## config.mk

```make
export PLATFORM = sky130hd
export DESIGN_NAME = paged_bitmap_block_allocator
export DESIGN_NICKNAME = d
export VERILOG_FILES = /design/src/rtl/pbba_pkg.sv /design/src/rtl/pbba_ram.sv /design/src/rtl/pbba_free_map.sv /design/src/rtl/paged_bitmap_block_allocator.sv
export SDC_FILE = /design/constraint.sdc
export NUM_CORES = 1
export LEC_CHECK = 0
export BUFFER_PORTS_ARGS = -buffer_cell sky130_fd_sc_hd__buf_2
export CAP_MARGIN = 10
export CORE_MARGIN = 8
export CORE_UTILIZATION = 63
export DETAILED_ROUTE_END_ITERATION = 10
export HOLD_SLACK_MARGIN = 0.1
export PLACE_DENSITY_LB_ADDON = 0.05
export RECOVER_POWER = 50
export SKIP_CTS_REPAIR_TIMING = 1
export SLEW_MARGIN = 20
export SYNTH_ARGS = -nofsm -noshare
export SYNTH_HDL_FRONTEND = slang
export SYNTH_SLANG_ARGS = --single-unit
```

## constraint.sdc

```tcl
create_clock -name clk -period 11.05 [get_ports clk]
set_input_delay 1.105 -clock clk [delete_from_list [all_inputs] [get_ports clk]]
set_output_delay 1.105 -clock clk [all_outputs]
set_load 0.1 [all_outputs]
```

## src/rtl/pbba_pkg.sv

```systemverilog
`timescale 1ns / 1ps
// Shared types, constants and helpers for the paged bitmap block allocator.
// No dependencies; the RTL files that use it refer to it by scoped names, the testbench imports it.
package pbba_pkg;

    localparam int PAGES  = 64;
    localparam int PAGE_W = $clog2(PAGES);
    localparam int SLOT_W = 3;
    localparam int MASK_W = 8;
    localparam int CFG_W  = 7;

    localparam logic [CFG_W-1:0]  PAGES_LIMIT = CFG_W'(PAGES);
    localparam logic [CFG_W-1:0]  FS_PAGES_RST = 7'd64;
    localparam logic [MASK_W-1:0] ROOT_MASK  = 8'h80;
    localparam logic [MASK_W-1:0] FULL_MASK  = 8'hff;
    localparam logic [MASK_W-1:0] EMPTY_MASK = 8'h00;
    localparam logic [SLOT_W-1:0] SLOT_MAX   = 3'd7;

    localparam logic MODE_ALLOC  = 1'b0;
    localparam logic MODE_FREE   = 1'b1;
    localparam logic STATUS_OK   = 1'b0;
    localparam logic STATUS_FAIL = 1'b1;

    typedef enum logic {
        ST_IDLE,
        ST_MODIFY
    } state_t;

    // Full-flag update sent from the read-modify-write stage to the free map
    typedef struct packed {
        logic              en;
        logic [PAGE_W-1:0] page;
        logic              full;
    } flag_upd_t;

    // Count the run of set bits from the low end of a mask that is not full
    function automatic logic [SLOT_W-1:0] low_run(input logic [MASK_W-1:0] mask);
        logic [SLOT_W-1:0] cnt;
        logic              run;
        cnt = '0;
        run = 1'b1;
        for (int i = 0; i < MASK_W - 1; i++) begin
            if (run && mask[i]) begin
                cnt = cnt + 1'b1;
            end
            else begin
                run = 1'b0;
            end
        end
        return cnt;
    endfunction

endpackage

```

## src/rtl/pbba_ram.sv

```systemverilog
`timescale 1ns / 1ps
// Generic single-write, single-read RAM with a registered read port.
// No dependencies.
module pbba_ram #(
    parameter int WIDTH = 8,
    parameter int DEPTH = 64
) (
    input  logic                     clk,
    input  logic                     we,
    input  logic [$clog2(DEPTH)-1:0] waddr,
    input  logic [WIDTH-1:0]         wdata,
    input  logic                     re,
    input  logic [$clog2(DEPTH)-1:0] raddr,
    output logic [WIDTH-1:0]         rdata
);

    logic [WIDTH-1:0] mem_reg [DEPTH];
    logic [WIDTH-1:0] rdata_reg;

    // Write port
    always_ff @(posedge clk)
    begin
        if (we) begin
            mem_reg[waddr] <= wdata;
        end
    end

    // Registered read port
    always_ff @(posedge clk)
    begin
        if (re) begin
            rdata_reg <= mem_reg[raddr];
        end
    end

    assign rdata = rdata_reg;

endmodule

```

## src/rtl/pbba_free_map.sv

```systemverilog
`timescale 1ns / 1ps
// Full-page flag vector and priority search for the first usable page with room.
// Depends on pbba_pkg.
module pbba_free_map (
    input  logic                         clk,
    input  logic                         rst_n,
    input  logic [pbba_pkg::CFG_W-1:0]   limit,
    input  pbba_pkg::flag_upd_t          upd,
    output logic                         found,
    output logic [pbba_pkg::PAGE_W-1:0]  page
);

    logic [pbba_pkg::PAGES-1:0] full_reg;
    logic [pbba_pkg::PAGES-1:0] full_next;
    logic [pbba_pkg::PAGES-1:0] open_vec;

    // Track which pages are full; every page starts with room
    always_comb
    begin
        full_next = full_reg;
        if (upd.en) begin
            full_next[upd.page] = upd.full;
        end
    end

    always_ff @(posedge clk or negedge rst_n)
    begin
        if (!rst_n) begin
            full_reg <= '0;
        end
        else begin
            full_reg <= full_next;
        end
    end

    // Mark pages below the limit that still have a free slot
    always_comb
    begin
        for (int i = 0; i < pbba_pkg::PAGES; i++) begin
            open_vec[i] = !full_reg[i] && (pbba_pkg::CFG_W'(i) < limit);
        end
    end

    // Pick the lowest open page
    always_comb
    begin
        found = 1'b0;
        page  = '0;
        for (int i = pbba_pkg::PAGES - 1; i >= 0; i--) begin
            if (open_vec[i]) begin
                found = 1'b1;
                page  = pbba_pkg::PAGE_W'(i);
            end
        end
    end

endmodule

```

## src/rtl/paged_bitmap_block_allocator.sv

```systemverilog
`timescale 1ns / 1ps
// Allocate or in-range free: mask read on accept, read-modify-write and result load in ST_MODIFY;
// failed allocate and out-of-range free load the result register on accept.
// A request that needs the mask RAM read-modify-write stalls the next one until ST_IDLE;
// failed allocates and out-of-range frees can follow one per cycle while out_stall is low.
// Reset: page 0 reads 0x80 and others 0 through per-page valid bits, no clearing pass;
// fs_pages resets to 64. Depends on pbba_pkg, pbba_ram and pbba_free_map.
module paged_bitmap_block_allocator (
    input  logic                              clk,
    input  logic                              rst_n,
    // Configuration write channel
    input  logic                              cfg_valid,
    output logic                              cfg_ready,
    input  logic [pbba_pkg::CFG_W-1:0]        fs_pages,
    // Request channel
    input  logic                              in_valid,
    output logic                              in_stall,
    input  logic                              mode,
    input  logic [pbba_pkg::PAGE_W-1:0]       page_index,
    input  logic [pbba_pkg::SLOT_W-1:0]       slot_index,
    // Result channel
    output logic                              out_valid,
    input  logic                              out_stall,
    output logic                              status,
    output logic [pbba_pkg::PAGE_W-1:0]       block_page,
    output logic [pbba_pkg::SLOT_W-1:0]       block_slot
);

    pbba_pkg::state_t               state_reg, state_next;
    logic [pbba_pkg::CFG_W-1:0]     fs_pages_reg;
    logic [pbba_pkg::CFG_W-1:0]     limit;
    logic [pbba_pkg::PAGES-1:0]     valid_reg, valid_next;

    logic                           op_mode_reg;
    logic [pbba_pkg::PAGE_W-1:0]    op_page_reg;
    logic [pbba_pkg::SLOT_W-1:0]    op_slot_reg;

    logic                           out_valid_reg, out_valid_next;
    logic                           status_reg, status_next;
    logic [pbba_pkg::PAGE_W-1:0]    block_page_reg, block_page_next;
    logic [pbba_pkg::SLOT_W-1:0]    block_slot_reg, block_slot_next;

    logic                           accept;
    logic                           direct;
    logic                           load_out;
    logic                           found;
    logic [pbba_pkg::PAGE_W-1:0]    found_page;
    logic                           rd_en;
    logic [pbba_pkg::PAGE_W-1:0]    rd_addr;
    logic [pbba_pkg::MASK_W-1:0]    rd_data;
    logic [pbba_pkg::MASK_W-1:0]    mask_cur;
    logic [pbba_pkg::MASK_W-1:0]    mask_new;
    logic [pbba_pkg::SLOT_W-1:0]    run_len;
    logic [pbba_pkg::SLOT_W-1:0]    mod_slot;
    logic                           wr_en;
    pbba_pkg::flag_upd_t            upd;

    // Configuration register; the user must write it only while idle, the block does not enforce this
    assign cfg_ready = 1'b1;

    always_ff @(posedge clk or negedge rst_n)
    begin
        if (!rst_n) begin
            fs_pages_reg <= pbba_pkg::FS_PAGES_RST;
        end
        else if (cfg_valid && cfg_ready) begin
            fs_pages_reg <= fs_pages;
        end
    end

    assign limit = (fs_pages_reg > pbba_pkg::PAGES_LIMIT) ? pbba_pkg::PAGES_LIMIT
                                                          : fs_pages_reg;

    // Page search over the full-flag vector
    pbba_free_map u_free_map (
        .clk   (clk),
        .rst_n (rst_n),
        .limit (limit),
        .upd   (upd),
        .found (found),
        .page  (found_page)
    );

    // Accept only in idle and when the output slot will be empty
    assign in_stall = !((state_reg == pbba_pkg::ST_IDLE) && (!out_valid_reg || !out_stall));
    assign accept   = in_valid && !in_stall;

    // Requests that finish without touching the mask memory
    always_comb
    begin
        if (mode == pbba_pkg::MODE_FREE) begin
            direct = {1'b0, page_index} >= limit;
        end
        else begin
            direct = !found;
        end
    end

    // Next state
    always_comb
    begin
        state_next = state_reg;
        unique case (state_reg)
            pbba_pkg::ST_IDLE:
            begin
                if (accept && !direct) begin
                    state_next = pbba_pkg::ST_MODIFY;
                end
            end
            pbba_pkg::ST_MODIFY:
            begin
                state_next = pbba_pkg::ST_IDLE;
            end
            default:
            begin
                state_next = pbba_pkg::ST_IDLE;
            end
        endcase
    end

    // Memory control outputs per state
    always_comb
    begin
        rd_en = 1'b0;
        wr_en = 1'b0;
        unique case (state_reg)
            pbba_pkg::ST_IDLE:
            begin
                rd_en = accept && !direct;
            end
            pbba_pkg::ST_MODIFY:
            begin
                wr_en = 1'b1;
            end
            default:
            begin
                rd_en = 1'b0;
            end
        endcase
    end

    assign rd_addr = (mode == pbba_pkg::MODE_FREE) ? page_index : found_page;

    always_ff @(posedge clk or negedge rst_n)
    begin
        if (!rst_n) begin
            state_reg <= pbba_pkg::ST_IDLE;
        end
        else begin
            state_reg <= state_next;
        end
    end

    // Hold the item being worked on
    always_ff @(posedge clk)
    begin
        if (accept) begin
            op_mode_reg <= mode;
            op_page_reg <= rd_addr;
            op_slot_reg <= slot_index;
        end
    end

    pbba_ram #(
        .WIDTH (pbba_pkg::MASK_W),
        .DEPTH (pbba_pkg::PAGES)
    ) u_mask_ram (
        .clk   (clk),
        .we    (wr_en),
        .waddr (op_page_reg),
        .wdata (mask_new),
        .re    (rd_en),
        .raddr (rd_addr),
        .rdata (rd_data)
    );

    // Substitute the reset value for pages never written
    always_comb
    begin
        if (valid_reg[op_page_reg]) begin
            mask_cur = rd_data;
        end
        else if (op_page_reg == '0) begin
            mask_cur = pbba_pkg::ROOT_MASK;
        end
        else begin
            mask_cur = pbba_pkg::EMPTY_MASK;
        end
    end

    // Modify: set the first clear bit on allocate, toggle the slot bit on free
    assign run_len = pbba_pkg::low_run(mask_cur);

    always_comb
    begin
        if (op_mode_reg == pbba_pkg::MODE_FREE) begin
            mod_slot = op_slot_reg;
            mask_new = mask_cur ^ (pbba_pkg::ROOT_MASK >> op_slot_reg);
        end
        else begin
            mod_slot = pbba_pkg::SLOT_MAX - run_len;
            mask_new = mask_cur | (pbba_pkg::MASK_W'(1) << run_len);
        end
    end

    assign upd.en   = wr_en;
    assign upd.page = op_page_reg;
    assign upd.full = (mask_new == pbba_pkg::FULL_MASK);

    // Mark pages as written
    always_comb
    begin
        valid_next = valid_reg;
        if (wr_en) begin
            valid_next[op_page_reg] = 1'b1;
        end
    end

    always_ff @(posedge clk or negedge rst_n)
    begin
        if (!rst_n) begin
            valid_reg <= '0;
        end
        else begin
            valid_reg <= valid_next;
        end
    end

    // Result register: load from a direct finish or from the modify step
    assign load_out = (accept && direct) || wr_en;

    always_comb
    begin
        out_valid_next  = load_out || (out_valid_reg && out_stall);
        status_next     = status_reg;
        block_page_next = block_page_reg;
        block_slot_next = block_slot_reg;
        priority if (wr_en) begin
            status_next     = pbba_pkg::STATUS_OK;
            block_page_next = op_page_reg;
            block_slot_next = mod_slot;
        end
        else if (accept && direct) begin
            status_next = pbba_pkg::STATUS_FAIL;
            if (mode == pbba_pkg::MODE_FREE) begin
                block_page_next = page_index;
                block_slot_next = slot_index;
            end
            else begin
                block_page_next = '0;
                block_slot_next = '0;
            end
        end
    end

    always_ff @(posedge clk or negedge rst_n)
    begin
        if (!rst_n) begin
            out_valid_reg <= 1'b0;
        end
        else begin
            out_valid_reg <= out_valid_next;
        end
    end

    always_ff @(posedge clk)
    begin
        status_reg     <= status_next;
        block_page_reg <= block_page_next;
        block_slot_reg <= block_slot_next;
    end

    assign out_valid  = out_valid_reg;
    assign status     = status_reg;
    assign block_page = block_page_reg;
    assign block_slot = block_slot_reg;

endmodule

```

# Yosys cells after proc, flatten, opt, wreduce, memory -nomap -nowiden
# Memory sizes are Yosys's and may differ from the RTL's. A register that Yosys moved wholly into a read port is not among the register bits.
# Index checks and enable logic that the tools add are counted.
[totals]
mem_bits_rw = 512
out_inout_bits = 13
register_bits = 157
wordCells = 409
inputBits = 22
mem_count = 1
[mem_list]
columns = ["name", "depth", "word_bits", "read_ports", "rd_ports_with_merged_regs", "write_ports", "line_no", "text"]
rows = [
  ["u_mask_ram.mem_reg", 64, 8, 1, 1, 1, "pbba_ram.sv:17", "logic [WIDTH-1:0] mem_reg [DEPTH];"],
]
[classes]
bitwise_logic = 4
n_addsub = 7
n_eq_ne = 1
muxes = 165
n_lt_le_gt_ge = 68
shifts = 2
reduce_logical = 150
[ops]
columns = ["cell", "n"]
rows = [
  ["2-to-1 mux 6 bit", 68],
  ["less-than comparator 6 x 7 -> 1 bit, first input constant", 32],
  ["less-than comparator 5 x 7 -> 1 bit, first input constant", 16],
  ["2-to-1 mux 1 bit", 79],
  ["logical AND 1 bit", 76],
  ["logical NOT 1 bit", 69],
  ["bitwise mux 64 bit", 1],
  ["OR 64 bit", 1],
  ["less-than comparator 4 x 7 -> 1 bit, first input constant", 8],
  ["2-to-1 mux 3 bit", 10],
  ["less-than comparator 3 x 7 -> 1 bit, first input constant", 4],
  ["2-to-1 mux 8 bit", 3],
  ["adder 3 x 1 -> 3 bit, second input constant", 6],
  ["less-than comparator 1 x 7 -> 1 bit, first input constant", 2],
  ["less-than comparator 2 x 7 -> 1 bit, first input constant", 2],
  ["== test 8 bit, second input constant", 1],
  ["OR 8 bit", 1],
  ["left shift 1 x 3 -> 8 bit, first input constant", 1],
  [">> shifter 8 x 3 -> 8 bit, first input constant", 1],
  ["XOR 8 bit", 1],
  [">= comparator 6 x 7 -> 1 bit", 1],
  ["greater-than comparator 7 bit, second input constant", 1],
  ["less-than comparator 6 x 7 -> 1 bit, second input constant", 1],
  ["2-to-1 mux 7 bit", 1],
  ["other kinds (9)", 11],
]

# Depth between registers and ports, before layout
# Gate-level depths: netlist of run 1.
[depth]
word_depth = 74
mapped_depth = 36
depth_no_buf = 30

# Cells and area by module
# From an unflattened synthesis of run 1, not the netlist that was laid out.
[hier_totals]
hier_cells = 1946
area_unflattened_um2 = 29893.7
[by_module_without_submodules]
columns = ["module", "cells_per_inst", "n_inst", "seq_area_each_um2", "area_per_inst_um2"]
rows = [
  ["pbba_ram", 940, 1, 15615.0, 20246.9],
  ["paged_bitmap_block_allocator", 463, 1, 2418.6, 4979.8],
  ["pbba_free_map", 543, 1, 1601.5, 4667.0],
]

# Least setup slack after synthesis of run 1
# Ideal clock, no wire load.
[synth_path]
path_kind = "register -> register"
startpoint = "reg op_page_reg[2] in the netlist's numbering"
endpoint = "reg u_free_map.full_reg[25] in the netlist's numbering"
t_arrival_ps = 8898
period_less_slack_ps = 8967
setup_ps = 69
setup_slack_ps = 2083
required_ps = 10981
path_buffers = 6
stages_incl_launch_ff = 34
path_cell_list = "edfxtp_1 > buf_4 > buf_2 > mux2_2 > a22oi_1 > o21ai_0 > a211oi_1 > and3_1 > buf_2 > clkbuf_1 > nor2_1 > ha_1 > nor2_1 > nor3_1 > ha_1 > mux2_2 > o21bai_1 > nor2_1 > ha_1 > a21oi_1 > nor2_1 > ha_1 > and3b_1 > o21ai_0 > xnor2_1 > nand2_1 > xor2_1 > or4_1 > o21ai_0 > nand4_1 > nor4bb_1 > buf_2 > buf_4 > mux2_2"
[synth_via]
elab_chain_cells = 21
word_cells_on_any_way = 41
classes_between = "add/sub: 6; order compare: 2; eq/ne: 1; shift: 1; mux: 21; bitwise: 2; reduce/logical: 8"
[synth_rtl]
columns = ["element", "line_no", "text"]
rows = [
  ["from (decl)", "paged_bitmap_block_allocator.sv:35", "logic [pbba_pkg::PAGE_W-1:0] op_page_reg;"],
  ["from (signal assigned)", "paged_bitmap_block_allocator.sv:159", "op_page_reg <= rd_addr;"],
  ["binary-select mux 1 bit (select 6 bit) (*)", "paged_bitmap_block_allocator.sv:180", "if (valid_reg[op_page_reg]) begin"],
  ["2-to-1 mux 1 bit (not written as such) (*)", "paged_bitmap_block_allocator.sv:180", ""],
  ["2-to-1 mux 8 bit (*)", "paged_bitmap_block_allocator.sv:180", ""],
  ["2-to-1 mux 1 bit", "pbba_pkg.sv:43", "if (run && mask[i]) begin"],
  ["adder 3 x 1 -> 3 bit / logical AND 1 bit (equally long branches)", "pbba_pkg.sv:44, pbba_pkg.sv:43", ""],
  ["2-to-1 mux 3 bit / 2-to-1 mux 1 bit (equally long branches)", "pbba_pkg.sv:43", ""],
  ["adder 3 x 1 -> 3 bit / logical AND 1 bit (equally long branches)", "pbba_pkg.sv:44, pbba_pkg.sv:43", ""],
  ["2-to-1 mux 3 bit / 2-to-1 mux 1 bit (equally long branches)", "pbba_pkg.sv:43", ""],
  ["(+6 left out)", "n/a", ""],
  ["adder 3 x 1 -> 3 bit / logical AND 1 bit (equally long branches)", "pbba_pkg.sv:44, pbba_pkg.sv:43", ""],
  ["2-to-1 mux 3 bit", "pbba_pkg.sv:43", ""],
  ["left shift 1 x 3 -> 8 bit", "paged_bitmap_block_allocator.sv:202", "mask_new = mask_cur | (pbba_pkg::MASK_W'(1) << run_len);"],
  ["OR 8 bit", "paged_bitmap_block_allocator.sv:202", ""],
  ["2-to-1 mux 8 bit (*)", "paged_bitmap_block_allocator.sv:196", "if (op_mode_reg == pbba_pkg::MODE_FREE) begin"],
  ["named net mask_new, one bit", "paged_bitmap_block_allocator.sv:52", "logic [pbba_pkg::MASK_W-1:0] mask_new;"],
  ["== test 8 bit (*)", "paged_bitmap_block_allocator.sv:208", "assign upd.full = (mask_new == pbba_pkg::FULL_MASK);"],
  ["bitwise mux 64 bit (*)", "pbba_free_map.sv:22", "full_next[upd.page] = upd.full;"],
  ["to (signal assigned)", "pbba_free_map.sv:32", "full_reg <= full_next;"],
  ["to (decl)", "pbba_free_map.sv:13", "logic [pbba_pkg::PAGES-1:0] full_reg;"],
]
# The timed path passes the listed nets; every way through them passes the cells marked *. The select of a mux whose other input is x is not followed.
# A chain may end at the register's enable or synchronous reset.

# Worst setup path in the final report of run 1
[layout_path]
startpoint = "reg op_page_reg[1] in the netlist's numbering"
endpoint = "reg u_free_map.full_reg[42] in the netlist's numbering"
# Same word-level chain as after synthesis.

==> results.cfg, run 1 <==
[finish]
fillers = 3277
drive_gt1_share_pct = 17.0
stdcell_count = 2880
antenna_cells = 0
final_nets = 2252
largest_register_ff_count = 512
syn_to_final_growth_pct = 9.43

[yosys]
synth_seq_cells = 677
ys_seq_area_share_pct = 65.8
ys.warnings.count = 0
yosysMostFrequentCell = edfxtp_1
synth.distinct_cells = 98
synthXorXnorAreaFrac_pct = 0.117
synth.area.top_cells = edfxtp_1 54%, dfrtp_1 11%, mux2i_1 4.9%, mux2_2 4.8%, nand2_1 3.0%
synth_compound_area_share_pct = 10.1
synth_top_area_share_pct = 54.2
synth_fa_ha_area_share_pct = 0.419
yosys.area.top_type = edfxtp_1
avgSynthCellArea_um2 = 13.7
synth_enable_flop_cells = 539
syn-num-nets = 2209
synthTopCellsByCount = 539 x edfxtp_1, 235 x nand2_1, 145 x mux2i_1
synth_top_family_by_area = simple AND/OR/NAND/NOR gates
synth_area_mm2 = 0.0298
synth_ff_type = edfxtp_1
yosys.area_share.simple_pct = 10.6
synthArstFlopShare_pct = 20.2
synthMuxAreaShare_pct = 10.2
synth_cells = 2177

[pwr]
ir_drop_uv = 163
power.internal_w = 0.00439
p_leak_nw = 12.1
power.density_mw_per_mm2 = 181
comb_power_share_pct = 11.1
clkPwrFrac_pct = 38.0
power_frac_seq_pct = 51.0
swShare_pct = 25.6
p_switching_w = 0.00151

[routing]
vias_per_cell = 6.71
drtIter0Drc = 2115
routed_wl_mm = 85.5
first_pass_iters = 6
dr_total_vias = 19321
drtAntennaViolNets = 0
drcViolationCount = 0
wl_per_cell_um = 29.7

[clocking]
cts_sinks = 677
insertion_delay_ns = 0.61
cts_buffer_depth = 3
h-tree-depth = 3
cts_made_buffers = 68
cts.clk_slew.worst_paths_ns = 0.06
cts_tree = built
ctsRootBufferMaster = clkbuf_16

[sta]
final_max_slew_viol_count = 491
layout_worst_path_cycle_share_pct = 84.2
finalHoldViolations = 0
setup_viol = 0
setup_tns_ns = 0
clock_skew_ns = 0.0143
rsz0062_at_grt = no
period_needed_ns = 9.30
hold_ws_ns = 0.466
fmax_mhz = 107
worst_slack_ns = 1.75
tightestPinTransition_ns = 4.30
slew_headroom_pct = -187

[min_path]
hold_depth = 1
hold_class = reg -> reg

[floorplan]
die-area_mm2 = 0.0546
core_mm2 = 0.0467
dieWidth_um = 234
io_pins = 35
die_h_um = 234
num_rows = 79
start_util_pct = 64.0

[global_route]
first_global_vias = 18919
antenna_found_initial = 0
grt_overflow = 0
grt_start_max_net_pins = 81
grt_pass1_wl_mm = 126
grtUsageTotal_pct = 31.6

[setup_path]
cp.required_ns = 11.58
endpoint_kind = flip-flop
path_max_fanout = 65
rrSetupSlack_ns = 1.75
arrival_ns = 9.83
cp_common_cell = nor2_1
cp-start-kind = flip-flop
reg2reg_depth = 32
critPathSlowestCell = edfxtp_1
cp_slowest_stage_delay_ns = 0.98
crit_type = reg -> reg

[status]
status = finished, violations left
violations = max-capacitance violations, max-slew violations

[placement]
place.gp.congestion = 0.968
dp_hpwl_mm = 54.6
dp_cells = 2757
port_buffers = 33
dp_worst_setup_slack_ns = 1.91

[flow_run]
max-cap-violations = 35
cells in the final DEF (no fill, tap or decap), types with 18 or more instances in the layout:
master,n
a211oi_1,31
a21oi_1,73
a22oi_1,34
a31oi_1,47
and2_1,18
buf_4,31
clkbuf_1,63
clkbuf_16,71
dfrtp_1,136
edfxtp_1,539
inv_1,28
mux2_2,128
mux2i_1,145
nand2_1,235
nand2b_1,18
nand3_1,46
nor2_1,109
nor3_1,21
o21ai_0,47
or2_2,68
final cells by class:
class | instances | area, um2 | area share, %
Clock buffer | 93 | 1900 | 5.82
Clock inverter | 30 | 253 | 0.774
Inverter | 29 | 109 | 0.333
Multi-Input combinational cell | 1351 | 9510 | 29.1
Sequential cell | 677 | 19600 | 60.1
Tap cell | 607 | 759 | 2.33
Timing Repair Buffer | 93 | 487 | 1.49
worst paths after layout:
| check | from | endpoint |
|---|---|---|
| worst max-delay path | op_page_reg[1] | u_free_map.full_reg[42] |
| worst min register to register | valid_reg[43] | valid_reg[43] |
| worst max register to register | op_page_reg[1] | u_free_map.full_reg[42] |
| max in group asynchronous | rst_n | valid_reg[38] |
| min in group asynchronous | rst_n | u_free_map.full_reg[48] |
| worst min-delay path | valid_reg[43] | valid_reg[43] |
routing by layer:
metal | share of wire, % | track usage (%) | wire, um | vias up
li1 | - | - | - | 8383
met1 | 39 | 41.9 | 33600 | 9708
met2 | 47 | 49.5 | 40200 | 1040
met3 | 9.1 | 6.78 | 7800 | 190
met4 | 4.6 | 15.2 | 3950 | 0
met5 | 0 | 0 | 0 | -
critical path, delay by kind of cell, from the launching register on:
family / cells / cell delay [ns]
AO/OA/AOI/OAI: 10 / 1.98
XOR/XNOR: 2 / 0.43
adder cells (fa/ha/maj): 4 / 1.20
buffers and inverters: 2 / 1.06
flip-flops: 1 / 0.98
multiplexers: 2 / 0.53
AND/OR/NAND/NOR: 12 / 3.00
metrics by stage:
step	total power, W	cell area [um2]	util (%)
floorplan	0.00349	29800	-
global placement	0.00369	30700	65.9
detailed placement	0.00371	30700	65.9
CTS	0.00591	32900	70.5
global route	0.00607	32700	70.0
finish	0.00590	32700	70.0
logic make-up after synthesis:
family,count (synthesis)
DFF,677
and+or+nand+nor,632
xor gates and xnor gates,4
AOI/OAI and AO/OA,424
muxes,280
other,1
buffers and inverters,149
adders and majority gates,10
power groups by stage:
stage | Combinational, W | Clock (W) | Sequential [W]
after floorplan | 0.000421 | 0 | 0.00307
after global placement | 0.000633 | 0 | 0.00306
after global routing | 0.000698 | 0.00236 | 0.00301
after CTS | 0.000655 | 0.00226 | 0.00300
final | 0.000654 | 0.00224 | 0.00301
after detailed placement | 0.000651 | 0 | 0.00305
Note: power is estimated with default switching activity, not from simulation.
==> run 2: changes to the inputs <==
- CORE_UTILIZATION: 63 -> 57
- clock period: 11.05 -> 8.5 ns (I/O delays scaled with it)
==> run 2 against run 1 <==
  * The flow still finishes with violations (max-capacitance violations, max-slew violations)
  * Flip-flop and latch count stayed put
  * Utilization is 6.9 points lower
  * Die area is 9.8% higher
==> results.cfg, run 2 (synthesized netlist as in run 1, its figures left out) <==
[status]
status = finished, violations left
violations = max-capacitance violations, max-slew violations

[floorplan]
num_rows = 84
die_h_um = 245
io_pins = 35
core_mm2 = 0.0521
start_util_pct = 57.2
dieWidth_um = 245
die-area_mm2 = 0.0599

[sta]
setup_viol = 0
rsz0062_at_grt = no
tightestPinTransition_ns = 3.77
slew_headroom_pct = -151
finalHoldViolations = 0
setup_tns_ns = 0
layout_worst_path_cycle_share_pct = 91.0
fmax_mhz = 129
hold_ws_ns = 0.442
worst_slack_ns = 0.766
final_max_slew_viol_count = 353
clock_skew_ns = 0.0240
period_needed_ns = 7.73

[clocking]
cts_tree = built
insertion_delay_ns = 0.62
cts_made_buffers = 69
cts_buffer_depth = 3
cts_sinks = 677
ctsRootBufferMaster = clkbuf_16
h-tree-depth = 3
cts.clk_slew.worst_paths_ns = 0.07

[routing]
drtAntennaViolNets = 0
wl_per_cell_um = 28.9
first_pass_iters = 5
routed_wl_mm = 86.3
drcViolationCount = 0
drtIter0Drc = 1996
vias_per_cell = 6.41
dr_total_vias = 19125

[finish]
largest_register_ff_count = 512
drive_gt1_share_pct = 17.5
syn_to_final_growth_pct = 10.1
layout_commonest_cell = edfxtp_1
final_nets = 2273
layout_common_cells = 539 x edfxtp_1, 235 x nand2_1, 145 x mux2i_1, 136 x dfrtp_1, 127 x mux2_2

[setup_path]
critPathSlowestCell = edfxtp_1
cp_slowest_stage_delay_ns = 0.63
arrival_ns = 8.28
rrSetupSlack_ns = 0.77
endpoint_kind = flip-flop
path_max_fanout = 64
cp-start-kind = flip-flop
cp.required_ns = 9.04
crit_type = reg -> reg

[placement]
place.gp.congestion = 0.956
dp_hpwl_mm = 56.1
dp_worst_setup_slack_ns = 0.677
port_buffers = 33

[global_route]
use_met1_pct = 38.9
first_global_vias = 18629
antenna_found_initial = 2
top_usage_layer = met2
grtUsageTotal_pct = 28.5
grt_start_max_net_pins = 94
grt_pass1_wl_mm = 127
grt_overflow = 0
grtUsageMet2_pct = 45.0
grtUsageMet3_pct = 5.16

[min_path]
hold_class = in -> reg

[pwr]
ir_drop_uv = 183
p_leak_nw = 12.2
power.density_mw_per_mm2 = 233

[flow_run]
max-cap-violations = 21
==> run 2: cell types whose count changed in the layout (fill, tap and decap cells not counted), moves of 2 or more <==
cell / previous run / this run
buf_2: 17 / 19
buf_4: 31 / 42
bufinv_16: 2 / 0
clkbuf_8: 4 / 2
clkinv_1: 9 / 14
clkinv_2: 6 / 8
clkinvlp_4: 6 / 8
==> run 2: path summary, 6_finish.rpt <==
| path | from | endpoint | cells after the start |
|---|---|---|---|
| min in group asynchronous | rst_n | fs_pages_reg[3] | 1 |
| max in group asynchronous | rst_n | valid_reg[59] | 2 |
| max | op_page_reg[2] | u_free_map.full_reg[38] | 32 |
| min | slot_index[2] | op_slot_reg[2] | 1 |
| min reg2reg | valid_reg[39] | valid_reg[39] | 1 |
| max reg2reg | op_page_reg[2] | u_free_map.full_reg[38] | 32 |
==> run 2: power breakdown <==
group | leakage (nW) | internal (W) | switching [W] | total, W
clock network | 1.01 | 0.00155 | 0.00132 | 0.00287
logic | 4.40 | 0.000267 | 0.000603 | 0.000870
registers | 6.79 | 0.00381 | 0.0000975 | 0.00391
==> run 2: per-layer routing <==
metal / wire length (um) / part of all wire (%)
met3: 6410 / 7.4
met2: 40100 / 46
met4: 3840 / 4.4
met1: 35900 / 42
met5: 13 / 0.015
==> run 2: per-stage QoR <==
stage | instance area, um2 | instances | utilization, % | power (W)
finish | 32900 | 2984 | 63.0 | 0.00765
global route | 32900 | 2983 | 63.0 | 0.00789
CTS | 33100 | 2978 | 63.4 | 0.00768
detailed placement | 30900 | 2853 | 59.4 | 0.00484
global placement | 30900 | 2853 | 59.3 | 0.00483
floorplan | 29800 | 2177 | - | 0.00453
==> run 2: area by class of cell <==
type / count / area [um2]
Antenna cell: 1 / 2.50
Clock buffer: 86 / 1830
Clock inverter: 39 / 282
Fill cell: 4030 / 19300
Inverter: 29 / 109
Multi-Input combinational cell: 1351 / 9520
Sequential cell: 677 / 19600
Tap cell: 688 / 861
Timing Repair Buffer: 113 / 629
==> run 2: worst max-delay path: cells and delay by family, from the launching register on <==
| family | cells | cell delay, ns |
|---|---|---|
| simple gates | 12 | 2.14 |
| compound gates | 9 | 1.52 |
| fa+ha+maj | 4 | 1.11 |
| mux | 3 | 0.98 |
| buf+inv | 2 | 0.79 |
| flops | 1 | 0.63 |
| xor+xnor | 2 | 0.39 |
